### src/hdl/lfr_pkg.sv
// Shared types and codes for the link frame receiver.
package lfr_pkg;

    localparam int unsigned LFR_MAX_PAYLOAD = 1024;

    // Line bytes
    localparam logic [7:0] FLAG_BYTE = 8'h7E;
    localparam logic [7:0] ESC_BYTE  = 8'h7D;
    localparam logic [7:0] ESC_XOR   = 8'h20;
    localparam logic [7:0] ADDR_TX   = 8'h03;
    localparam logic [7:0] ADDR_RX   = 8'h01;

    // Control codes
    localparam logic [7:0] CODE_SET  = 8'h03;
    localparam logic [7:0] CODE_UA   = 8'h07;
    localparam logic [7:0] CODE_RR0  = 8'h05;
    localparam logic [7:0] CODE_RR1  = 8'h85;
    localparam logic [7:0] CODE_REJ0 = 8'h01;
    localparam logic [7:0] CODE_REJ1 = 8'h81;
    localparam logic [7:0] CODE_I0   = 8'h00;
    localparam logic [7:0] CODE_I1   = 8'h40;
    localparam logic [7:0] CODE_DISC = 8'h0B;

    // Expected-frame modes
    localparam logic [2:0] MODE_SET  = 3'd0;
    localparam logic [2:0] MODE_UA   = 3'd1;
    localparam logic [2:0] MODE_RR   = 3'd2;
    localparam logic [2:0] MODE_REJ  = 3'd3;
    localparam logic [2:0] MODE_INFO = 3'd4;
    localparam logic [2:0] MODE_DISC = 3'd5;

    // Frame events
    localparam logic [1:0] EV_NONE     = 2'd0;
    localparam logic [1:0] EV_ACCEPT   = 2'd1;
    localparam logic [1:0] EV_CHECK    = 2'd2;
    localparam logic [1:0] EV_OVERFLOW = 2'd3;

    // Configuration register indexes
    localparam int unsigned CFG_IDX_W = 1;
    localparam logic [CFG_IDX_W-1:0] CFG_INITIAL_MODE = 1'b0;
    localparam logic [CFG_IDX_W-1:0] CFG_PEER_ROLE    = 1'b1;
    localparam int unsigned CFG_DATA_W = 3;

    typedef struct packed {
        logic       action;
        logic [7:0] rx_byte;
    } t_in_item;

    typedef struct packed {
        logic        payload_valid;
        logic [7:0]  payload_byte;
        logic [1:0]  frame_event;
        logic [7:0]  control_code;
        logic [2:0]  mode_now;
        logic [2:0]  receiver_phase;
        logic [10:0] payload_count;
    } t_out_item;

endpackage

### src/hdl/link_frame_receiver_unit.sv
// Link frame receiver: flag/address/control/header check, byte destuffing, XOR check.
//
// Usage:
//   Input channel carries one item per line byte (action, rx_byte); action=1
//   restarts the receiver in the configured initial mode. Every accepted item
//   yields exactly one result item (payload byte if released, frame event,
//   control code, current mode, phase and payload count).
//   The result is registered: it is loaded into the output register at the
//   accepting edge. Throughput is one item per cycle while the output is not
//   stalled; the whole frame state update is one pass of logic feeding the
//   output register.
//   Payload bytes come out one byte late; the last destuffed byte of a frame
//   is compared with the running XOR as the check byte.
//   When the receiver stalls, the output register holds its item and
//   o_in_stall is raised in the same cycle, so no new item is taken until the
//   held result is gone. A new item is taken while the held result is taken.
//   Configuration: write i_cfg_data to register i_cfg_index (0 initial mode,
//   1 peer role) while the block is idle.
//   Reset (i_rst_n low, synchronous) returns to the start phase, mode info,
//   peer role 0, and empties the output register.
module link_frame_receiver_unit
    import lfr_pkg::*;
#(
    parameter int unsigned MAX_PAYLOAD = LFR_MAX_PAYLOAD
) (
    input  logic                  i_clk,
    input  logic                  i_rst_n,
    input  logic                  i_in_valid,
    output logic                  o_in_stall,
    input  t_in_item              i_in_data,
    output logic                  o_out_valid,
    input  logic                  i_out_stall,
    output t_out_item             o_out_data,
    input  logic                  i_cfg_we,
    input  logic [CFG_IDX_W-1:0]  i_cfg_index,
    input  logic [CFG_DATA_W-1:0] i_cfg_data
);

    localparam int unsigned CW = $clog2(MAX_PAYLOAD + 1);
    localparam logic [CW:0] MAX_L = (CW + 1)'(MAX_PAYLOAD);

    typedef enum logic [2:0] {
        PH_START  = 3'd0,
        PH_FLAG   = 3'd1,
        PH_ADDR   = 3'd2,
        PH_CTRL   = 3'd3,
        PH_HDR    = 3'd4,
        PH_DATA   = 3'd5,
        PH_HALTED = 3'd6,
        PH_DONE   = 3'd7
    } t_phase;

    t_phase     r_phase, n_phase;
    logic [2:0] r_mode, n_mode;
    logic       r_esc, n_esc;
    logic [7:0] r_addr, n_addr;
    logic [7:0] r_ctrl, n_ctrl;
    logic [7:0] r_xor, n_xor;
    logic [7:0] r_held, n_held;
    logic       r_held_v, n_held_v;
    logic [CW-1:0] r_count, n_count;

    logic [2:0] r_init_mode;
    logic       r_peer;

    logic       r_out_valid;
    t_out_item  r_out, n_out;

    logic       in_accept;

    assign o_in_stall  = r_out_valid & i_out_stall;
    assign in_accept   = i_in_valid & ~o_in_stall;
    assign o_out_valid = r_out_valid;
    assign o_out_data  = r_out;

    always_comb begin
        logic       take;
        logic [7:0] d;
        logic [7:0] b;
        logic [7:0] want;
        logic       ok;
        logic [1:0] ev;
        logic       pv;
        logic [7:0] pb;

        take = 1'b0;
        d    = 8'h00;
        b    = i_in_data.rx_byte;
        want = ADDR_TX;
        ok   = 1'b0;
        ev   = EV_NONE;
        pv   = 1'b0;
        pb   = 8'h00;

        n_phase  = r_phase;
        n_mode   = r_mode;
        n_esc    = r_esc;
        n_addr   = r_addr;
        n_ctrl   = r_ctrl;
        n_xor    = r_xor;
        n_held   = r_held;
        n_held_v = r_held_v;
        n_count  = r_count;

        if (i_in_data.action) begin
            n_phase  = PH_START;
            n_mode   = r_init_mode;
            n_esc    = 1'b0;
            n_xor    = 8'h00;
            n_held   = 8'h00;
            n_held_v = 1'b0;
            n_count  = '0;
        end else begin
            unique case (r_phase)
                PH_START: begin
                    if (b == FLAG_BYTE) n_phase = PH_FLAG;
                end
                PH_FLAG: begin
                    if (b != FLAG_BYTE) begin
                        if (r_mode == MODE_DISC && r_peer) want = ADDR_RX;
                        if (b == want) begin
                            n_addr  = b;
                            n_phase = PH_ADDR;
                        end else begin
                            n_phase = PH_START;
                        end
                    end
                end
                PH_ADDR: begin
                    if (b == FLAG_BYTE) begin
                        n_phase = PH_FLAG;
                    end else begin
                        case (r_mode) inside
                            MODE_SET: ok = (b == CODE_SET);
                            MODE_UA:  ok = (b == CODE_UA);
                            MODE_RR, MODE_REJ: begin
                                if (b == CODE_RR0 || b == CODE_RR1) begin
                                    ok = 1'b1;
                                end else if (b == CODE_REJ0 || b == CODE_REJ1) begin
                                    ok     = 1'b1;
                                    n_mode = MODE_REJ;
                                end
                            end
                            MODE_INFO: begin
                                if (b == CODE_I0 || b == CODE_I1) begin
                                    ok = 1'b1;
                                end else if (b == CODE_DISC) begin
                                    ok     = 1'b1;
                                    n_mode = MODE_DISC;
                                end
                            end
                            MODE_DISC: ok = (b == CODE_DISC);
                            default:   ok = 1'b0;
                        endcase
                        if (ok) begin
                            n_ctrl  = b;
                            n_phase = PH_CTRL;
                        end else begin
                            n_phase = PH_START;
                        end
                    end
                end
                PH_CTRL: begin
                    if (b == FLAG_BYTE) begin
                        n_phase = PH_FLAG;
                    end else if (b == (r_addr ^ r_ctrl)) begin
                        n_phase  = PH_HDR;
                        n_esc    = 1'b0;
                        n_xor    = 8'h00;
                        n_held   = 8'h00;
                        n_held_v = 1'b0;
                        n_count  = '0;
                    end else begin
                        n_phase = PH_START;
                    end
                end
                PH_HDR: begin
                    if (r_mode == MODE_INFO) begin
                        if (b == FLAG_BYTE) begin
                            n_phase = PH_START;
                        end else begin
                            // escape and hold are clear here, so a plain byte is held
                            n_phase = PH_DATA;
                            if (b == ESC_BYTE) begin
                                n_esc = 1'b1;
                            end else begin
                                take = 1'b1;
                                d    = b;
                            end
                        end
                    end else if (r_mode <= MODE_DISC) begin
                        if (b == FLAG_BYTE) begin
                            n_phase = PH_DONE;
                            ev      = EV_ACCEPT;
                        end else begin
                            n_phase = PH_START;
                        end
                    end else begin
                        n_phase = PH_START;
                    end
                end
                PH_DATA: begin
                    if (({1'b0, r_count} + (CW + 1)'(r_held_v)) >= MAX_L) begin
                        n_phase  = PH_START;
                        ev       = EV_OVERFLOW;
                        n_esc    = 1'b0;
                        n_held_v = 1'b0;
                    end else if (b == FLAG_BYTE) begin
                        n_esc = 1'b0;
                        if (r_held_v && r_held == r_xor) begin
                            n_phase  = PH_DONE;
                            ev       = EV_ACCEPT;
                            n_held_v = 1'b0;
                        end else begin
                            n_phase = PH_HALTED;
                            n_mode  = MODE_REJ;
                            ev      = EV_CHECK;
                        end
                    end else if (r_esc) begin
                        take  = 1'b1;
                        d     = b ^ ESC_XOR;
                        n_esc = 1'b0;
                    end else if (b == ESC_BYTE) begin
                        n_esc = 1'b1;
                    end else begin
                        take = 1'b1;
                        d    = b;
                    end
                end
                PH_HALTED: begin
                end
                PH_DONE: begin
                    n_phase  = PH_START;
                    n_esc    = 1'b0;
                    n_xor    = 8'h00;
                    n_held   = 8'h00;
                    n_held_v = 1'b0;
                    n_count  = '0;
                end
                default: begin
                end
            endcase
        end

        // release the previously held byte when a new one arrives
        if (take) begin
            if (r_held_v) begin
                pv      = 1'b1;
                pb      = r_held;
                n_xor   = r_xor ^ r_held;
                n_count = r_count + 1'b1;
            end
            n_held   = d;
            n_held_v = 1'b1;
        end

        n_out.payload_valid  = pv;
        n_out.payload_byte   = pb;
        n_out.frame_event    = ev;
        n_out.control_code   = n_ctrl;
        n_out.mode_now       = n_mode;
        n_out.receiver_phase = n_phase;
        n_out.payload_count  = 11'(n_count);
    end

    always_ff @(posedge i_clk) begin
        if (!i_rst_n) begin
            r_phase     <= PH_START;
            r_mode      <= MODE_INFO;
            r_esc       <= 1'b0;
            r_addr      <= 8'h00;
            r_ctrl      <= 8'h00;
            r_xor       <= 8'h00;
            r_held      <= 8'h00;
            r_held_v    <= 1'b0;
            r_count     <= '0;
            r_init_mode <= MODE_INFO;
            r_peer      <= 1'b0;
            r_out_valid <= 1'b0;
        end else begin
            if (i_cfg_we) begin
                unique case (i_cfg_index)
                    CFG_INITIAL_MODE: r_init_mode <= i_cfg_data;
                    CFG_PEER_ROLE:    r_peer      <= i_cfg_data[0];
                    default: begin
                    end
                endcase
            end
            if (in_accept) begin
                r_phase     <= n_phase;
                r_mode      <= n_mode;
                r_esc       <= n_esc;
                r_addr      <= n_addr;
                r_ctrl      <= n_ctrl;
                r_xor       <= n_xor;
                r_held      <= n_held;
                r_held_v    <= n_held_v;
                r_count     <= n_count;
                r_out_valid <= 1'b1;
            end else if (!i_out_stall) begin
                r_out_valid <= 1'b0;
            end
        end
    end

    // result payload needs no reset
    always_ff @(posedge i_clk) begin
        if (in_accept) begin
            r_out <= n_out;
        end
    end

endmodule
### config.mk
export PLATFORM = sky130hd
export DESIGN_NAME = link_frame_receiver_unit
export DESIGN_NICKNAME = d
export VERILOG_FILES = /design/src/hdl/lfr_pkg.sv /design/src/hdl/link_frame_receiver_unit.sv
export SDC_FILE = /design/constraint.sdc
export NUM_CORES = 1
export LEC_CHECK = 0
export BUFFER_PORTS_ARGS = -buffer_cell sky130_fd_sc_hd__buf_2
export CORE_MARGIN = 2
export CORE_UTILIZATION = 30
export DETAILED_ROUTE_END_ITERATION = 16
export PLACE_DENSITY = 0.45
export SKIP_CTS_REPAIR_TIMING = 1
export SLEW_MARGIN = 15
export SYNTH_ARGS = -nofsm -noshare
export SYNTH_HDL_FRONTEND = slang
export SYNTH_SLANG_ARGS = --single-unit
### constraint.sdc
create_clock -name i_clk -period 3.2 [get_ports i_clk]
set_input_delay 0 -clock i_clk [delete_from_list [all_inputs] [get_ports i_clk]]
set_output_delay 0 -clock i_clk [all_outputs]
set_load 0.05 [all_outputs]
==> results of run 1 <==
-- cell families after synthesis --
kind of cell / count (synthesis) / synth area share
xor+xnor: 15 / 0.0459
mux: 21 / 0.0419
compound gates: 129 / 0.174
fa+ha+maj: 3 / 0.00707
buf+inv: 57 / 0.0655
flops: 92 / 0.415
simple gates: 229 / 0.251
-- per-stage QoR --
stage | hold WS (ps) | std cells
floorplan | 124 | 546
global route | 63.2 | 815
detailed placement | 240 | 793
global placement | 232 | 793
CTS | -139 | 809
finish | 22.6 | 815
-- metal layers --
| layer | global-route usage | routed length (µm) | vias to the layer above |
|---|---|---|---|
| li1 | - | - | 2131 |
| met3 | 0.0196 | 483 | 12 |
| met2 | 0.242 | 6410 | 92 |
| met5 | 0 | 0 | - |
| met1 | 0.232 | 7380 | 2133 |
| met4 | 0.0636 | 247 | 0 |
-- cell usage after synthesis, types with 7 or more instances --
cell type	instances
nor2b_1	29
and3_1	14
and2_1	14
nor3_1	12
o2111ai_1	21
edfxtp_1	36
nor3b_1	7
o21ai_0	30
clkbuf_1	16
o21ai_1	10
inv_1	9
nand2_1	45
nand4_1	10
buf_2	12
o211ai_1	28
nor2_1	21
buf_6	15
nand3_1	35
dfxtp_1	56
mux2i_1	14
-- cell type report --
class,instances,share of cell area
Inverter,10,0.00627
Multi-Input combinational cell,397,0.461
Clock buffer,9,0.0376
Timing Repair Buffer,75,0.0735
Clock inverter,7,0.00710
Tap cell,225,0.0470
Sequential cell,92,0.368
-- flip-flops by register name, indices dropped and copies added, names as in the netlist --
register,count
r_addr,8
r_init_mode,3
r_held,8
r_esc,1
r_mode,3
r_peer,1
o_out_data,36
r_count,11
r_xor,8
r_held_v,1
o_out_valid,1
r_phase,3
r_ctrl,8
-- worst paths after layout --
check / startpoint / end / slack [ps]
hold / removal: i_out_stall / o_out_valid / 20
setup / recovery: r_held_v / r_xor[1] / 330
setup reg to reg: r_held_v / r_xor[1] / 330
hold reg to reg: r_addr[3] / r_addr[3] / 460
-- power by group through the flow --
stage	Sequential [mW]	Combinational (mW)	Clock, mW
after CTS	1.26	0.273	1.04
after global routing	1.26	0.296	1.07
after detailed placement	1.29	0.273	0
final	1.26	0.277	1.01
after global placement	1.29	0.271	0
after floorplan	1.36	0.127	0
-- worst max-delay path, stage by stage (launching register included) --
cell	delay, ps
dfxtp_1	420
ha_1	200
ha_1	150
nand3_1	70
or3_4	440
mux2i_1	180
a21oi_1	740
buf_4	320
o2111ai_1	140
o211ai_1	130
==> impl_metrics.json, run 1 <==
{
  "power_switching_share": 0.278,
  "power_mw": 2.54,
  "setup_violations": 0,
  "async_flop_share": 0,
  "arrival_ps": 3150,
  "gp_congestion": 0.774,
  "layout_min_cycle_time_ps": 2870,
  "drtIter0Drc": 358,
  "grt_pass1_vias": 4121,
  "grt-ovfl-total": 0,
  "htree_levels": 3,
  "finClkSkew_ps": 11.6,
  "pin_count": 56,
  "fin_ws_ps": 328,
  "row_count": 48,
  "grt_setup_unrepaired": "no",
  "num-nets-final": 606,
  "ys_seq_area_frac": 0.415,
  "hold_viol": 0,
  "grt_pass1_wl_um": 23000,
  "yosysUniqueCellTypes": 76,
  "pre_cts_slack_ps": 349,
  "comb_power_share": 0.109,
  "dpl.hpwl_um": 10000,
  "wl_um": 14500,
  "r2r_cells": 9,
  "clockPowerShare": 0.396,
  "grt.total_usage": 0.161,
  "netlist_instances": 546,
  "yosysTopAreaCell": "dfxtp_1",
  "outcome": "finished, final reports clean",
  "post_dp_cell_area_mm2": 0.00566,
  "worstSetupPathType": "register to register",
  "die_w_um": 137,
  "tightest_slew_ps": 926,
  "cts-root-buf": "clkbuf_16",
  "start_kind": "register",
  "fillers": 1778,
  "yosys_warnings": 0,
  "antenna_found_initial": 0,
  "clock-sinks": 92,
  "cp-end-kind": "register",
  "layout_common_cells": "56 x dfxtp_1, 55 x buf_2, 45 x nand2_1",
  "crit_fanout": 11,
  "p_int_mw": 1.84,
  "synthesis.nets": 567,
  "syn_area_mm2": 0.00531,
  "ys.flop_type": "dfxtp_1",
  "antennaDiodeCount": 0,
  "irDropWorstVdd_v": 0.000237,
  "required_ps": 3480,
  "port_buffers": 55,
  "whs_path_depth": 4,
  "p_per_area_mw_per_mm2": 425,
  "ant_nets": 0,
  "drc": 0,
  "dieArea_mm2": 0.0188,
  "layout_commonest_cell": "dfxtp_1",
  "multi_input_area_mm2": 0.00276,
  "stdcell_area_mm2": 0.00599,
  "p_sw_mw": 0.706,
  "clk_pin_slew_ps": 70,
  "wl_per_cell_um": 17.8,
  "relSlewSlack": 0.383,
  "clock_latency_ps": 360,
  "ys_seq_elements": 92,
  "vias": 4368,
  "via_per_inst": 5.36,
  "drive_gt1_frac": 0.188,
  "synth_edf_count": 36,
  "clock_path_buffers": 2,
  "min-delay-path-class": "input pin to register",
  "avgSynthCellArea_um2": 9.73,
  "fin_tns_setup_ps": 0,
  "cts_tree": "built",
  "areaGrowthSynthToFinish_pct": 12.8,
  "cap_violations": 0,
  "seqPwrFrac": 0.495,
  "final.period_utilization": 0.898,
  "start_util": 0.307,
  "fmax_mhz": 348,
  "synth_top_area_frac": 0.211,
  "cts_made_buffers": 9,
  "fin_util": 0.346,
  "power.static_leakage_nw": 2.27,
  "seqCellArea_mm2": 0.00220,
  "die_h_um": 137,
  "core_area_mm2": 0.0173,
  "grt_max_degree": 54,
  "first_pass_iters": 4,
  "report.final.slew_viol_count": 0,
  "synth_area_leaders": "dfxtp_1 21%, edfxtp_1 20%, o211ai_1 4.0%"
}
No activity file was read; power rests on OpenSTA's default activity.
==> run 2, diff against run 1 <==
- CORE_UTILIZATION: 30 -> 55
- PLACE_DENSITY: 0.45 -> 0.74
- SLEW_MARGIN: 15 -> 10
==> run 2 against run 1 <==
  * Die area decreased by 44%
  * Via count hardly changed
  * Final cell count is 12% lower
  * Global-route usage increased by 8.4 points
  * First-iteration DRC count is 9.8% higher
  * Fmax rose by 0.25%
  * Hold slack got worse by 18 ps
==> impl_metrics.json, run 2 (synthesized netlist as in run 1, its figures left out) <==
{
  "outcome": "finished, final reports clean",
  "irDropWorstVdd_v": 0.000187,
  "fillers": 816,
  "largest_reg_flops": 36,
  "fmax_mhz": 349,
  "die_h_um": 102,
  "cap_violations": 0,
  "clock-sinks": 92,
  "clk_pin_slew_ps": 90,
  "dieArea_mm2": 0.0105,
  "tightest_slew_ps": 817,
  "cts_made_buffers": 9,
  "cts-root-buf": "clkbuf_8",
  "pin_count": 56,
  "reg2reg_slack_ps": 330,
  "start_util": 0.572,
  "antennaDiodeCount": 0,
  "power.static_leakage_nw": 2.22,
  "layout_common_cells": "56 x dfxtp_1, 55 x buf_2, 45 x nand2_1",
  "crit_path_frequent_cell": "ha_1",
  "wl_um": 12200,
  "fin_ws_ps": 335,
  "relSlewSlack": 0.454,
  "die_w_um": 102,
  "p_per_area_mw_per_mm2": 417,
  "vias": 4367,
  "core_area_mm2": 0.00928,
  "setup_violations": 0,
  "multi_input_area_mm2": 0.00276,
  "worstSetupPathType": "register to register",
  "hold_path_startpoint": "i_out_stall",
  "cp-end-kind": "register",
  "gp_congestion": 0.930,
  "areaGrowthSynthToFinish_pct": 9.00,
  "grt_setup_unrepaired": "no",
  "via_per_inst": 6.12,
  "ant_nets": 0,
  "antenna_found_initial": 0,
  "fin_tns_setup_ps": 0,
  "drc": 0,
  "grt.total_usage": 0.245,
  "crit_fanout": 11,
  "dpl.hpwl_um": 8420,
  "required_ps": 3480,
  "crit-reg2reg-launch": "r_count[0]",
  "pre_cts_slack_ps": 414,
  "htree_levels": 3,
  "seqCellArea_mm2": 0.00220,
  "num-nets-final": 601,
  "layout_commonest_cell": "dfxtp_1",
  "hold_viol": 0,
  "critPathSlowestCell": "a21oi_1",
  "cts_tree": "built",
  "startpoint": "r_count[0]",
  "r2r_cells": 9,
  "grt_max_degree": 83,
  "min-delay-path-class": "input pin to register",
  "crit_chain": "ha_1 -> ha_1 -> nand3_1 -> or3_4 -> mux2i_1 -> a21oi_1 -> buf_4 -> o2111ai_1 -> o211ai_1",
  "final.period_utilization": 0.895,
  "port_buffers": 55,
  "arrival_ps": 3140,
  "post_dp_cell_area_mm2": 0.00550,
  "clock_latency_ps": 370,
  "row_count": 35,
  "grt_pass1_vias": 3938,
  "report.final.slew_viol_count": 0,
  "drive_gt1_frac": 0.179,
  "fin_util": 0.623,
  "grt-ovfl-total": 0,
  "stdcell_area_mm2": 0.00579,
  "clock_path_buffers": 2,
  "start_kind": "register",
  "drtIter0Drc": 393,
  "finClkSkew_ps": 17.1,
  "whs_path_depth": 4,
  "first_pass_iters": 5,
  "max_stage_delay_ps": 640,
  "layout_min_cycle_time_ps": 2870,
  "wl_per_cell_um": 17.2,
  "grt_pass1_wl_um": 20100
}
[run 2: changes by cell type in the layout (fill, tap and decap cells not counted), sizes merged]
cell         previous run  this run
bufinv                  0         2
clkbuf                  9        10
dlygate4sd3             6         7
clkinv                  5         2
buf                    69        63
[run 2: path summary, 6_finish.rpt]
check / to
max: r_xor[5]
min: o_out_valid
max reg2reg: r_xor[5]
min reg2reg: r_addr[5]
[run 2: stage by stage]
| stage | power [mW] | hold slack (ps) | cells |
|---|---|---|---|
| after floorplan | 1.49 | 124 | 546 |
| after global placement | 1.54 | 217 | 691 |
| after detailed placement | 1.55 | 224 | 691 |
| after CTS | 2.42 | -159 | 707 |
| after global routing | 2.50 | 38.9 | 714 |
| final | 2.41 | 4.18 | 714 |
[run 2: layout make-up]
cell class,instances,share of cell area
clock buffers,10,0.0220
clock inverters,6,0.0162
inverters,10,0.00649
multi-input cells,397,0.477
flip-flops and latches,92,0.380
well taps,129,0.0279
repair buffers,70,0.0700
[run 2: routing by layer]
metal  up-vias  track usage  wire length (µm)
li1       2114            -                 -
met1      2067        0.358              5670
met5         -            0                 0
met3        15       0.0424               932
met4         0       0.0738               142
met2       171        0.371              5500
[run 2: worst max-delay path, delay by kind of cell (launching register included)]
family / cells / cell delay (ps)
fa+ha+maj: 2 / 360
simple gates: 2 / 500
buf+inv: 1 / 310
flops: 1 / 480
mux: 1 / 190
compound gates: 3 / 930
[run 2: power breakdown]
| part | leakage (nW) | internal (mW) | total (mW) | switching, mW |
|---|---|---|---|---|
| combinational | 1.30 | 0.0709 | 0.270 | 0.199 |
| sequential | 0.814 | 1.24 | 1.26 | 0.0140 |
| clock | 0.107 | 0.448 | 0.883 | 0.435 |
